===== config.mk =====
export PLATFORM = sky130hd
export DESIGN_NAME = rf_fan_command_pulse_encoder
export DESIGN_NICKNAME = d
export VERILOG_FILES = /design/src/hdl/rfce_pkg.sv /design/src/hdl/rfce_front.sv /design/src/hdl/rfce_queue.sv /design/src/hdl/rfce_back.sv /design/src/hdl/rf_fan_command_pulse_encoder.sv
export SDC_FILE = /design/constraint.sdc
export NUM_CORES = 1
export LEC_CHECK = 0
export BUFFER_PORTS_ARGS = -buffer_cell sky130_fd_sc_hd__buf_2
export CAP_MARGIN = 20
export CELL_PAD_IN_SITES_DETAIL_PLACEMENT = 0
export CELL_PAD_IN_SITES_GLOBAL_PLACEMENT = 1
export CORE_AREA = 2 2 105 107
export CTS_CLUSTER_DIAMETER = 60
export CTS_CLUSTER_SIZE = 40
export DETAILED_ROUTE_END_ITERATION = 10
export DIE_AREA = 0 0 107 109
export GPL_TIMING_DRIVEN = 0
export PLACE_DENSITY_LB_ADDON = 0.1
export SLEW_MARGIN = 15
export SYNTH_ARGS = -nofsm -noshare
export SYNTH_HDL_FRONTEND = slang
export SYNTH_SLANG_ARGS = --single-unit

===== constraint.sdc =====
create_clock -name clk -period 3.3 [get_ports clk]
set_input_delay 0.66 -clock clk [delete_from_list [all_inputs] [get_ports clk]]
set_output_delay 0.66 -clock clk [all_outputs]
set_load 0.02 [all_outputs]

===== src/hdl/rfce_pkg.sv =====
// ----------------------------------------------------------------------------
// RF fan command pulse encoder package
// Shared types, constants and code tables for the fan remote pulse encoder.
// ----------------------------------------------------------------------------
package rfce_pkg;

    // Slot configuration
    localparam int MAX_FANS      = 4;
    localparam int NUM_SLOTS     = 4;
    localparam int SLOT_IDX_W    = 2;

    // Field widths
    localparam int SLOT_W        = 3;
    localparam int CMD_W         = 3;
    localparam int ID_W          = 5;
    localparam int COUNT_W       = 3;
    localparam int DUR_W         = 14;
    localparam int CFG_INDEX_W   = 3;
    localparam int CFG_DATA_W    = 5;

    // Code word layout: the id followed by the command code, MSB aligned
    localparam int NARROW_BITS   = 7;
    localparam int WIDE_BITS     = 19;
    localparam int WORD_W        = ID_W + WIDE_BITS;
    localparam int NARROW_WORD_W = ID_W + NARROW_BITS;
    localparam int BITS_LEFT_W   = $clog2(WORD_W + 1);

    // Pulse durations in microseconds
    localparam logic [DUR_W-1:0] DUR_SYNC_SPACE = 14'd8900;
    localparam logic [DUR_W-1:0] DUR_SHORT_MARK = 14'd336;
    localparam logic [DUR_W-1:0] DUR_LONG_MARK  = 14'd689;
    localparam logic [DUR_W-1:0] DUR_ZERO_SPACE = 14'd658;
    localparam logic [DUR_W-1:0] DUR_ONE_SPACE  = 14'd321;
    localparam logic [DUR_W-1:0] DUR_NONE       = 14'd0;

    // Job queue between the front and the back
    localparam int QUEUE_DEPTH   = 2;
    localparam int QPTR_W        = (QUEUE_DEPTH > 1) ? $clog2(QUEUE_DEPTH) : 1;
    localparam int QCOUNT_W      = $clog2(QUEUE_DEPTH + 1);

    // Configuration register indexes
    typedef enum logic [CFG_INDEX_W-1:0] {
        REG_TX_ENABLED = 3'd0,
        REG_FAN_COUNT  = 3'd1,
        REG_FAN_ID0    = 3'd2,
        REG_FAN_ID1    = 3'd3,
        REG_FAN_ID2    = 3'd4,
        REG_FAN_ID3    = 3'd5,
        REG_WIDE_MASK  = 3'd6
    } cfg_reg_t;

    // Result error codes
    typedef enum logic [1:0] {
        ERR_NONE     = 2'd0,
        ERR_NO_TX    = 2'd1,
        ERR_BAD_SLOT = 2'd2
    } err_t;

    // Back end sequencer states
    typedef enum logic [2:0] {
        BK_IDLE,
        BK_ERROR,
        BK_SYNC_SPACE,
        BK_SYNC_MARK,
        BK_BIT_SPACE,
        BK_BIT_MARK
    } back_state_t;

    // Input transaction
    typedef struct packed {
        logic [SLOT_W-1:0] fan_slot;
        logic [CMD_W-1:0]  command;
    } in_item_t;

    // Output transaction
    typedef struct packed {
        logic             pulse_level;
        logic [DUR_W-1:0] duration_us;
        logic             last_pulse;
        logic [1:0]       error_code;
    } out_item_t;

    // Classified job handed from the front to the back
    typedef struct packed {
        err_t              err;
        logic              wide;
        logic [WORD_W-1:0] word;
    } job_t;

    // Queue status seen by the front and the back
    typedef struct packed {
        logic full;
        logic empty;
    } queue_status_t;

    // 7-bit command table
    function automatic logic [NARROW_BITS-1:0] narrow_code(input logic [CMD_W-1:0] cmd);
        logic [NARROW_BITS-1:0] code;
        unique case (cmd)
            3'd0: code = 7'h02;
            3'd1: code = 7'h08;
            3'd2: code = 7'h0A;
            3'd3: code = 7'h10;
            3'd4: code = 7'h18;
            3'd5: code = 7'h22;
            3'd6: code = 7'h20;
            3'd7: code = 7'h04;
            default: code = 7'h02;
        endcase
        return code;
    endfunction

    // 19-bit command table
    function automatic logic [WIDE_BITS-1:0] wide_code(input logic [CMD_W-1:0] cmd);
        logic [WIDE_BITS-1:0] code;
        unique case (cmd)
            3'd0: code = 19'h3A1DF;
            3'd1: code = 19'h3A13F;
            3'd2: code = 19'h3A167;
            3'd3: code = 19'h3A1BF;
            3'd4: code = 19'h3A1AF;
            3'd5: code = 19'h3A16B;
            3'd6: code = 19'h3A17F;
            3'd7: code = 19'h3A12F;
            default: code = 19'h3A1DF;
        endcase
        return code;
    endfunction

endpackage


===== src/hdl/rfce_front.sv =====
// ----------------------------------------------------------------------------
// RF fan command pulse encoder front end
// Holds the configuration registers, accepts commands and classifies each
// one into an error job or a code word job for the queue.
// ----------------------------------------------------------------------------
module rfce_front (
    input  logic                          clk,
    input  logic                          rst_n,
    input  logic                          cfg_wr_en,
    input  logic [rfce_pkg::CFG_INDEX_W-1:0] cfg_index,
    input  logic [rfce_pkg::CFG_DATA_W-1:0]  cfg_data,
    input  logic                          in_valid,
    output logic                          in_stall,
    input  rfce_pkg::in_item_t            in_data,
    input  rfce_pkg::queue_status_t       q_status,
    output logic                          push,
    output rfce_pkg::job_t                push_job
);
    import rfce_pkg::*;

    logic                 tx_enabled_reg;
    logic [COUNT_W-1:0]   fan_count_reg;
    logic [ID_W-1:0]      fan_id_reg [NUM_SLOTS];
    logic [NUM_SLOTS-1:0] wide_mask_reg;

    logic [COUNT_W-1:0]    slot_count;
    logic [SLOT_IDX_W-1:0] slot_idx;
    logic                  slot_bad;
    logic                  wide;
    logic [ID_W-1:0]       fan_id;

    // Configuration register writes; unused indexes are ignored.
    always_ff @(posedge clk or negedge rst_n)
    begin
        if (!rst_n)
        begin
            tx_enabled_reg <= 1'b0;
            fan_count_reg  <= '0;
            wide_mask_reg  <= '0;
            for (int i = 0; i < NUM_SLOTS; i++)
            begin
                fan_id_reg[i] <= '0;
            end
        end
        else if (cfg_wr_en)
        begin
            unique case (cfg_index)
                REG_TX_ENABLED: tx_enabled_reg <= cfg_data[0];
                REG_FAN_COUNT:  fan_count_reg  <= cfg_data[COUNT_W-1:0];
                REG_FAN_ID0:    fan_id_reg[0]  <= cfg_data[ID_W-1:0];
                REG_FAN_ID1:    fan_id_reg[1]  <= cfg_data[ID_W-1:0];
                REG_FAN_ID2:    fan_id_reg[2]  <= cfg_data[ID_W-1:0];
                REG_FAN_ID3:    fan_id_reg[3]  <= cfg_data[ID_W-1:0];
                REG_WIDE_MASK:  wide_mask_reg  <= cfg_data[NUM_SLOTS-1:0];
                default:        ;
            endcase
        end
    end

    // Effective slot count saturates at the number of supported fans.
    assign slot_count = (fan_count_reg > COUNT_W'(MAX_FANS)) ? COUNT_W'(MAX_FANS)
                                                             : fan_count_reg;
    assign slot_bad   = (in_data.fan_slot >= slot_count) ||
                        (in_data.fan_slot >= SLOT_W'(NUM_SLOTS));
    assign slot_idx   = in_data.fan_slot[SLOT_IDX_W-1:0];
    assign wide       = wide_mask_reg[slot_idx];
    assign fan_id     = fan_id_reg[slot_idx];

    // Classify the command and build the MSB-aligned code word.
    always_comb
    begin
        push_job.wide = wide;
        if (wide)
        begin
            push_job.word = {fan_id, wide_code(in_data.command)};
        end
        else
        begin
            push_job.word = {fan_id, narrow_code(in_data.command),
                             (WORD_W - NARROW_WORD_W)'(0)};
        end
        priority if (!tx_enabled_reg)
        begin
            push_job.err = ERR_NO_TX;
        end
        else if (slot_bad)
        begin
            push_job.err = ERR_BAD_SLOT;
        end
        else
        begin
            push_job.err = ERR_NONE;
        end
    end

    // A transaction is taken whenever the queue has room.
    assign in_stall = q_status.full;
    assign push     = in_valid && !q_status.full;

endmodule


===== src/hdl/rfce_queue.sv =====
// ----------------------------------------------------------------------------
// RF fan command pulse encoder job queue
// Short first-in first-out queue of classified jobs between front and back.
// ----------------------------------------------------------------------------
module rfce_queue (
    input  logic                    clk,
    input  logic                    rst_n,
    input  logic                    push,
    input  rfce_pkg::job_t          push_job,
    input  logic                    pop,
    output rfce_pkg::job_t          pop_job,
    output rfce_pkg::queue_status_t status
);
    import rfce_pkg::*;

    job_t                entries_reg [QUEUE_DEPTH];
    logic [QPTR_W-1:0]   wr_ptr_reg;
    logic [QPTR_W-1:0]   rd_ptr_reg;
    logic [QCOUNT_W-1:0] count_reg;
    logic                do_push;
    logic                do_pop;

    assign status.full  = (count_reg == QCOUNT_W'(QUEUE_DEPTH));
    assign status.empty = (count_reg == '0);
    assign do_push      = push && !status.full;
    assign do_pop       = pop && !status.empty;
    assign pop_job      = entries_reg[rd_ptr_reg];

    // Entry storage; payload needs no reset.
    always_ff @(posedge clk)
    begin
        if (do_push)
        begin
            entries_reg[wr_ptr_reg] <= push_job;
        end
    end

    // Pointers and fill count.
    always_ff @(posedge clk or negedge rst_n)
    begin
        if (!rst_n)
        begin
            wr_ptr_reg <= '0;
            rd_ptr_reg <= '0;
            count_reg  <= '0;
        end
        else
        begin
            if (do_push)
            begin
                wr_ptr_reg <= (wr_ptr_reg == QPTR_W'(QUEUE_DEPTH - 1)) ? '0
                                                                       : wr_ptr_reg + 1'b1;
            end
            if (do_pop)
            begin
                rd_ptr_reg <= (rd_ptr_reg == QPTR_W'(QUEUE_DEPTH - 1)) ? '0
                                                                       : rd_ptr_reg + 1'b1;
            end
            if (do_push && !do_pop)
            begin
                count_reg <= count_reg + 1'b1;
            end
            else if (do_pop && !do_push)
            begin
                count_reg <= count_reg - 1'b1;
            end
        end
    end

endmodule


===== src/hdl/rfce_back.sv =====
// ----------------------------------------------------------------------------
// RF fan command pulse encoder back end
// Sequencer that takes jobs from the queue and emits one pulse per cycle
// into a registered output stage while the output is not stalled.
// ----------------------------------------------------------------------------
module rfce_back (
    input  logic                    clk,
    input  logic                    rst_n,
    input  rfce_pkg::queue_status_t q_status,
    input  rfce_pkg::job_t          pop_job,
    output logic                    pop,
    output logic                    out_valid,
    input  logic                    out_stall,
    output rfce_pkg::out_item_t     out_data
);
    import rfce_pkg::*;

    back_state_t            state_reg;
    back_state_t            state_next;
    logic [WORD_W-1:0]      shift_reg;
    logic [BITS_LEFT_W-1:0] bits_left_reg;
    err_t                   err_reg;
    logic                   out_valid_reg;
    out_item_t              out_data_reg;

    logic      advance;
    logic      emit;
    logic      cur_bit;
    logic      last_bit;
    out_item_t pulse;

    assign advance  = !out_valid_reg || !out_stall;
    assign cur_bit  = shift_reg[WORD_W-1];
    assign last_bit = (bits_left_reg == BITS_LEFT_W'(1));

    // Next state.
    always_comb
    begin
        state_next = state_reg;
        unique case (state_reg)
            BK_IDLE:
            begin
                if (!q_status.empty)
                begin
                    state_next = (pop_job.err != ERR_NONE) ? BK_ERROR : BK_SYNC_SPACE;
                end
            end
            BK_ERROR:      if (advance) state_next = BK_IDLE;
            BK_SYNC_SPACE: if (advance) state_next = BK_SYNC_MARK;
            BK_SYNC_MARK:  if (advance) state_next = BK_BIT_SPACE;
            BK_BIT_SPACE:  if (advance) state_next = BK_BIT_MARK;
            BK_BIT_MARK:   if (advance) state_next = last_bit ? BK_IDLE : BK_BIT_SPACE;
            default:       state_next = BK_IDLE;
        endcase
    end

    // Pulse generation and queue pop.
    always_comb
    begin
        emit              = 1'b0;
        pop               = 1'b0;
        pulse.pulse_level = 1'b0;
        pulse.duration_us = DUR_NONE;
        pulse.last_pulse  = 1'b0;
        pulse.error_code  = ERR_NONE;
        unique case (state_reg)
            BK_IDLE:
            begin
                pop = !q_status.empty;
            end
            BK_ERROR:
            begin
                emit             = advance;
                pulse.last_pulse = 1'b1;
                pulse.error_code = err_reg;
            end
            BK_SYNC_SPACE:
            begin
                emit              = advance;
                pulse.duration_us = DUR_SYNC_SPACE;
            end
            BK_SYNC_MARK:
            begin
                emit              = advance;
                pulse.pulse_level = 1'b1;
                pulse.duration_us = DUR_SHORT_MARK;
            end
            BK_BIT_SPACE:
            begin
                emit              = advance;
                pulse.duration_us = cur_bit ? DUR_ONE_SPACE : DUR_ZERO_SPACE;
            end
            BK_BIT_MARK:
            begin
                emit              = advance;
                pulse.pulse_level = 1'b1;
                pulse.duration_us = cur_bit ? DUR_LONG_MARK : DUR_SHORT_MARK;
                pulse.last_pulse  = last_bit;
            end
            default: ;
        endcase
    end

    // State register.
    always_ff @(posedge clk or negedge rst_n)
    begin
        if (!rst_n)
        begin
            state_reg <= BK_IDLE;
        end
        else
        begin
            state_reg <= state_next;
        end
    end

    // Job registers: load on pop, shift after each bit's mark pulse.
    always_ff @(posedge clk)
    begin
        if (pop)
        begin
            shift_reg     <= pop_job.word;
            err_reg       <= pop_job.err;
            bits_left_reg <= pop_job.wide ? BITS_LEFT_W'(WORD_W) : BITS_LEFT_W'(NARROW_WORD_W);
        end
        else if (emit && (state_reg == BK_BIT_MARK))
        begin
            shift_reg     <= {shift_reg[WORD_W-2:0], 1'b0};
            bits_left_reg <= bits_left_reg - 1'b1;
        end
    end

    // Output register valid.
    always_ff @(posedge clk or negedge rst_n)
    begin
        if (!rst_n)
        begin
            out_valid_reg <= 1'b0;
        end
        else if (emit)
        begin
            out_valid_reg <= 1'b1;
        end
        else if (!out_stall)
        begin
            out_valid_reg <= 1'b0;
        end
    end

    // Output register payload.
    always_ff @(posedge clk)
    begin
        if (emit)
        begin
            out_data_reg <= pulse;
        end
    end

    assign out_valid = out_valid_reg;
    assign out_data  = out_data_reg;

endmodule


===== src/hdl/rf_fan_command_pulse_encoder.sv =====
// ----------------------------------------------------------------------------
// RF fan command pulse encoder
// Turns fan commands into on-off-keyed pulse-width trains for a fan remote.
// ----------------------------------------------------------------------------
// Usage:
//   Configure through cfg_wr_en/cfg_index/cfg_data while the block is idle.
//   Each input transaction (in_valid, in_stall, in_data) names a fan slot and
//   a command. Each output transaction (out_valid, out_stall, out_data) is one
//   pulse: a sync space/mark pair, then one space/mark pair per code bit.
//   A 7-bit slot gives 26 pulses and a 19-bit slot 50; the final pulse has
//   last_pulse set. A refused command gives a single error transaction.
// Sequencing:
//   An accepted command is written into the two-entry queue; the sequencer
//   loads each job from the queue in its idle state and then emits one pulse
//   per cycle while the output is not stalled, through the output register.
//   Commands keep being accepted while the queue has room.
// Reset and stall:
//   Reset clears the configuration, the queue and the sequencer. While the
//   receiver stalls, the output register holds its pulse and the sequencer
//   waits; in_stall rises once the queue is full.
// ----------------------------------------------------------------------------
module rf_fan_command_pulse_encoder (
    input  logic                             clk,
    input  logic                             rst_n,
    input  logic                             cfg_wr_en,
    input  logic [rfce_pkg::CFG_INDEX_W-1:0] cfg_index,
    input  logic [rfce_pkg::CFG_DATA_W-1:0]  cfg_data,
    input  logic                             in_valid,
    output logic                             in_stall,
    input  rfce_pkg::in_item_t               in_data,
    output logic                             out_valid,
    input  logic                             out_stall,
    output rfce_pkg::out_item_t              out_data
);
    import rfce_pkg::*;

    queue_status_t q_status;
    logic          push;
    job_t          push_job;
    logic          pop;
    job_t          pop_job;

    // Front: configuration and classification.
    rfce_front u_front (
        .clk       (clk),
        .rst_n     (rst_n),
        .cfg_wr_en (cfg_wr_en),
        .cfg_index (cfg_index),
        .cfg_data  (cfg_data),
        .in_valid  (in_valid),
        .in_stall  (in_stall),
        .in_data   (in_data),
        .q_status  (q_status),
        .push      (push),
        .push_job  (push_job)
    );

    // Job queue.
    rfce_queue u_queue (
        .clk      (clk),
        .rst_n    (rst_n),
        .push     (push),
        .push_job (push_job),
        .pop      (pop),
        .pop_job  (pop_job),
        .status   (q_status)
    );

    // Back: pulse sequencer and output register.
    rfce_back u_back (
        .clk       (clk),
        .rst_n     (rst_n),
        .q_status  (q_status),
        .pop_job   (pop_job),
        .pop       (pop),
        .out_valid (out_valid),
        .out_stall (out_stall),
        .out_data  (out_data)
    );

endmodule


After elaboration in Yosys (flattened, before gate mapping):

Memories as Yosys holds them, arrays and structs flattened.
Cells that the tools add are included.

* add/sub/neg operators: 5
* $mul: 0
* divide/modulo/power cells: 0
* $lt $le $gt $ge: 5
* eq/ne operators: 20
* shift operators: 0
* muxes and demuxes: 38
* bitwise logic cells: 1
* reductions and logical operators: 30

Operators with widths (count)
* $pmux W14 S4: 1
* $mux W24: 2
* $mux W5: 5
* $mux W3: 8
* $mux W10: 2
* $mux W19: 1
* $pmux W3 S6: 1
* $eq A3 B3 Y1 const B: 5
* $reduce_and A2 Y1: 7
* $eq A3 B2 Y1 const B: 4
* $ne A2 B1 Y1 const B: 6
* $bmux W5 S2: 1
* $mux W1: 10
* $mux W2: 5
* $eq A3 B1 Y1 const B: 2
* $ge A3 B3 Y1 const B: 2
* $logic_and A1 B1 Y1: 6
* $logic_not A1 Y1: 6
* $logic_not A3 Y1: 2
* $reduce_and A6 Y1: 1
* $reduce_bool A2 Y1: 3
* $eq A5 B1 Y1 const B: 1
* $reduce_or A5 Y1: 1
* $sub A5 B1 Y5 const B: 1
* other kinds (14): 16

* bits in registers: 85
* latch bits: 0
* bits in writable memories: 54
* memory bits (read-only): 88
* output and inout bits: 20
* logic and storage cells: 121
* memories kept: 3

Memory list
* u_queue.entries_reg: words 2, width 27, read ports 1, clocked after memory_dff 0, wr ports 1, RTL line rfce_queue.sv:16 `job_t entries_reg [QUEUE_DEPTH];`
* (no name shown): words 8, width 6, read ports 1, clocked after memory_dff 0, wr ports 0, RTL line rfce_pkg.sv:116 `unique case (cmd)`
* (no name shown): words 8, width 5, read ports 1, clocked after memory_dff 0, wr ports 0, RTL line rfce_pkg.sv:99 `unique case (cmd)`

Depth between registers and ports, before layout:

* word-level depth: 8
* depth in mapped cells: 8
* depth with buffers taken out: 7

Cells and area by module:

Synthesis repeated with hierarchy kept, for this count alone.

* cells, all modules: 436
* area total of the unflattened synthesis: 6105.9 um2

By module, submodules not included
* rfce_queue: instances 1, cells an instance 103, area an instance 2244.7 um2
* rfce_back: instances 1, cells an instance 202, area an instance 2234.6 um2
* rfce_front: instances 1, cells an instance 131, area an instance 1626.6 um2

Worst setup path before layout:

No wires, ideal clock.

* path kind: reg-to-reg
* start: reg u_back.state_reg[0]
* end: reg u_back.bits_left_reg[0], enable pin
* setup time: 0.415 ns
* arrival time: 2.084 ns
* data required time: 2.885 ns
* setup slack: 0.801 ns
* stages on the path, launching flop included: 5
* clock period less this slack: 2.499 ns
* path through: dfrtp_1 buf_2 nor3_1 a31oi_1 nor2_1

* cells in the longest elaborated chain, start to end: 5

RTL lines
* start, declared: RTL line rfce_back.sv:18 `back_state_t state_reg;`
* start signal, assigned: RTL line rfce_back.sv:113 `state_reg <= state_next;`
* $eq A3 B2 Y1, or another cell as far along: RTL line rfce_back.sv:66 `unique case (state_reg)`
* $reduce_or A5 Y1 (no line)
* $mux W1: RTL line rfce_back.sv:66
* $logic_and A1 B1 Y1: RTL line rfce_back.sv:126 `else if (emit && (state_reg == BK_BIT_MARK))`
* $reduce_bool A2 Y1 (no line) *
* end signal, assigned: RTL line rfce_back.sv:124 `bits_left_reg <= pop_job.wide ? BITS_LEFT_W'(WORD_W) : BITS_LEFT_W'(NARROW_WORD_W);`
* end signal, assigned: RTL line rfce_back.sv:129 `bits_left_reg <= bits_left_reg - 1'b1;`
* end, declared: RTL line rfce_back.sv:21 `logic [BITS_LEFT_W-1:0] bits_left_reg;`

Mark *: on every way between the ends. The rest lies on a longest branch, timed or not.
A chain may end at the register's enable or synchronous reset.

Worst setup path in the final report:

* start: reg u_back.state_reg[2]
* end: reg u_back.out_data_reg, in the netlist u_back.out_data[1], enable pin

* cells in the longest elaborated chain, start to end: 3

RTL lines
* $eq A3 B2 Y1, or another cell as far along: RTL line rfce_back.sv:66
* $reduce_or A5 Y1 (no line) *
* $mux W1 *: RTL line rfce_back.sv:66
* net u_back.emit: RTL line rfce_back.sv:27 `logic emit;`
* end signal, assigned: RTL line rfce_back.sv:155 `out_data_reg <= pulse;`
* end, declared: RTL line rfce_back.sv:24 `out_item_t out_data_reg;`

The timed path passes the listed nets; every way through them passes the cells marked *.

==> results.tsv <==
stage	metric	value	unit
global_route	grt_pass1_wl	14.0	mm
final_layout	fillers	876	
sta	hold_viol	0	
final_layout	largest_reg_flops	38	
floorplan	dieArea	0.0117	sq mm
clocking	cts_resized	0	
clocking	clk-insertion-delay-late	0.50	ns
global_route	antenna_found_initial	0	
yosys	synth_edf_count	81	
setup_path	cp-end-kind	flop	
yosys	synth_compound_area_share	5.81	%
clocking	cts_buffers	17	
yosys	synth_simple_gate_area_share	9.13	%
final_layout	layout-drive-gt1-share	28.7	%
floorplan	num_rows	38	
final_layout	nNetsFinal	454	
clocking	cts_hold_buf	0	
yosys	postSynthCellCount	365	
power	p_per_area	1020	mW/mm^2
sta	setup_viol	0	
final_layout	regArea	0.00333	sq mm
routing	first_pass_iters	4	
sta	slew_viol_final	0	
global_route	grt_most_used_layer	met2	
placement	post-place-ws	0.966	ns
yosys	synth-seq-cells	117	
yosys	ys_types	45	
setup_path	r2r_slack	1.18	ns
yosys	synth_seq_area_share	64.5	%
final_layout	num_antenna_cells	0	
global_route	grt_max_degree	37	
sta	relSlewSlack	39.6	%
global_route	use_met2	26.4	%
setup_path	cp-start-kind	flop	
setup_path	cp_max_fo	12	
yosys	syn_area_per_cell	14.2	sq um
yosys	yosys.area.top_type	edfxtp_1	
yosys	netlist.area_leader.share	47.1	%
yosys	synth_adder_area_share	3.15	%
yosys	synth_top_family_by_area	multiplexers	
power	ir_drop	466	uV
yosys	netlist_area	0.00517	sq mm
hold_path	hp-class	in2async	
routing	drt_iter0_drc	87	
power	leakage	2.56	nW
sta	final.setup.worst_slack	1.18	ns
setup_path	cp_cell_sequence	clkbuf_1, nor3_1, a21o_1, nor2_1	
routing	drt-total-wl	8.39	mm
yosys	synth_mux_area_share	12.0	%
placement	place_hpwl	5.80	mm
global_route	gr-total-overflow	0	
routing	vias	2849	
clocking	post_cts_buffers	0	
clocking	clk_pin_slew	0.06	ns
clocking	cts_max_path_buffers	2	
yosys	synthTopCellsByArea	edfxtp_1 47%, dfrtp_1 17%, mux2_2 5.0%, mux2i_1 3.7%, ha_1 3.1%	
final_layout	multi_input_area	0.00166	sq mm
yosys	synthArstFlopShare	30.8	%
floorplan	die_y	109	um
setup_path	critPathSlowestCell	nor2_1	
sta	skew	0.00542	ns
yosys	synth_top_flop_cell	edfxtp_1	
run_status	status	finished, final reports clean	
setup_path	max_stage_delay	0.67	ns
global_route	grt_use_met3	4.48	%
clocking	cts_tree	yes	
sta	max_slew.worst_pin.slew	0.906	ns
setup_path	worst_ep_required_time	3.43	ns
sta	finalSetupTns	0	ns
sta	finalCritPeriodShare	64.1	%
yosys	synth_xor_area_share	1.67	%
placement	gp_congestion	0.777	
sta	min_period	2.12	ns
clocking	htreeDepth	4	
floorplan	design.portCount	39	
clocking	cts_sinks	117	
routing	antenna_left	0	
run	drv_cap	0	
setup_path	cp.buffers_inverters	1	
floorplan	start_util	48.7	%
placement	port_buffers	33	
setup_path	cpLargestDelayFamily	simple AND/OR/NAND/NOR gates	
global_route	use_met1	20.4	%
power	total_power	6.39	mW
clocking	cts-root-buf	clkbuf_8	
routing	drcViolationCount	0	
sta	fmax	473	MHz
final_layout	area_delta_synth_final	20.8	%
floorplan	core-area	0.0106	sq mm
routing	via_per_inst	4.95	
sta	hold_slack	0.257	ns
global_route	grt.total_usage	16.2	%
sta	rsz0062_at_grt	no	
global_route	grt_pass1_vias	2854	
routing	wl_per_cell	14.6	um
floorplan	dieWidth	107	um
setup_path	path_class	reg2reg	
yosys	ys_warn_count	0	
setup_path	crit_arrival	2.24	ns
-- metal layers --
metal,part of all wire [%],up-vias,wire length [um]
met3,3.2,14,269
met1,46,1359,3890
met5,0,-,0
met4,1.7,0,143
li1,-,1425,-
met2,49,51,4080
-- per-stage QoR --
step	std cells	instance area [sq um]	utilization [%]
floorplan	368	5180	-
global route	575	6240	58.9
detailed placement	543	5560	52.5
CTS	575	6240	58.9
global placement	541	5520	52.0
finish	575	6240	58.9
-- logic make-up (layout without fill, tap and decap cells) --
family / after synthesis / after routing
other: 1 / 4
buffers and inverters: 34 / 101
and+or+nand+nor: 90 / 90
adders and majority gates: 13 / 13
xor gates and xnor gates: 9 / 9
DFF: 117 / 117
muxes: 52 / 52
AOI/OAI and AO/OA: 49 / 49
-- power breakdown --
part	internal [mW]	switching, mW
Combinational	0.724	1.03
Sequential	2.34	0.213
Clock	1.49	0.596
-- path summary, 6_finish.rpt --
check | from | to | cells after the start
worst min register to register | u_front.fan_id_reg[8]$_DFFE_PN0P_ | u_front.fan_id_reg[8]$_DFFE_PN0P_ | 1
worst min-delay path | rst_n | u_back.state_reg[0]$_DFFE_PN0P_ | 1
max in group asynchronous | rst_n | u_front.fan_id_reg[11]$_DFFE_PN0P_ | 1
worst max-delay path | u_back.state_reg[2]$_DFFE_PN0P_ | u_back.out_data[1]$_SDFFCE_PN0P_ | 4
worst max register to register | u_back.state_reg[2]$_DFFE_PN0P_ | u_back.out_data[1]$_SDFFCE_PN0P_ | 4
min in group clk | out_stall | u_back.out_valid$_DFFE_PN0P_ | 3
-- area by class of cell --
class	instances	share of cell area, %
sequential	117	53.4
multi-input combinational	217	26.7
clock buffer	22	7.26
clock inverter	10	3.59
timing repair buffer	35	3.21
tap	140	2.81
buffer	18	2.09
inverter	16	0.963
-- worst register-to-register path, stage by stage (launching register included) --
cell and delay, ns:
dfrtp_1 0.44, clkbuf_1 0.33, nor3_1 0.11, a21o_1 0.19, nor2_1 0.67
-- placed cells by master, fill, tap and decap left out, types with 5 or more instances in the layout --
cell type and n:
edfxtp_1 81, buf_2 38, dfrtp_1 36, nand2_1 35, mux2_2 23, mux2i_1 19, clkbuf_16 16, inv_1 15
nor2_1 14, a21oi_1 13, ha_1 13, o21ai_0 11, o21ai_2 9, buf_4 7, nor3_1 7, and2_1 7
o21ai_1 7, bufinv_16 7, mux4_2 5, clkbuf_1 5, nand2b_1 5, mux2_1 5
-- cell usage after synthesis, types with 3 or more instances --
cell type  count
mux2_2        23
dfrtp_1       36
nor3_1         7
buf_4          7
xor2_1         4
mux2_1         5
nor2_1        16
mux2i_1       19
nor2b_1        3
edfxtp_1      81
buf_2          5
o21ai_0       11
nor3b_1        3
nand2_1       35
a21oi_1       13
o21ai_2        9
nand2b_1       5
nand4b_1       4
and2_1         7
mux4_2         5
o21ai_1        7
buf_6          4
ha_1          13
xnor2_1        4
inv_1         15
(Power assumes the default switching activity.)
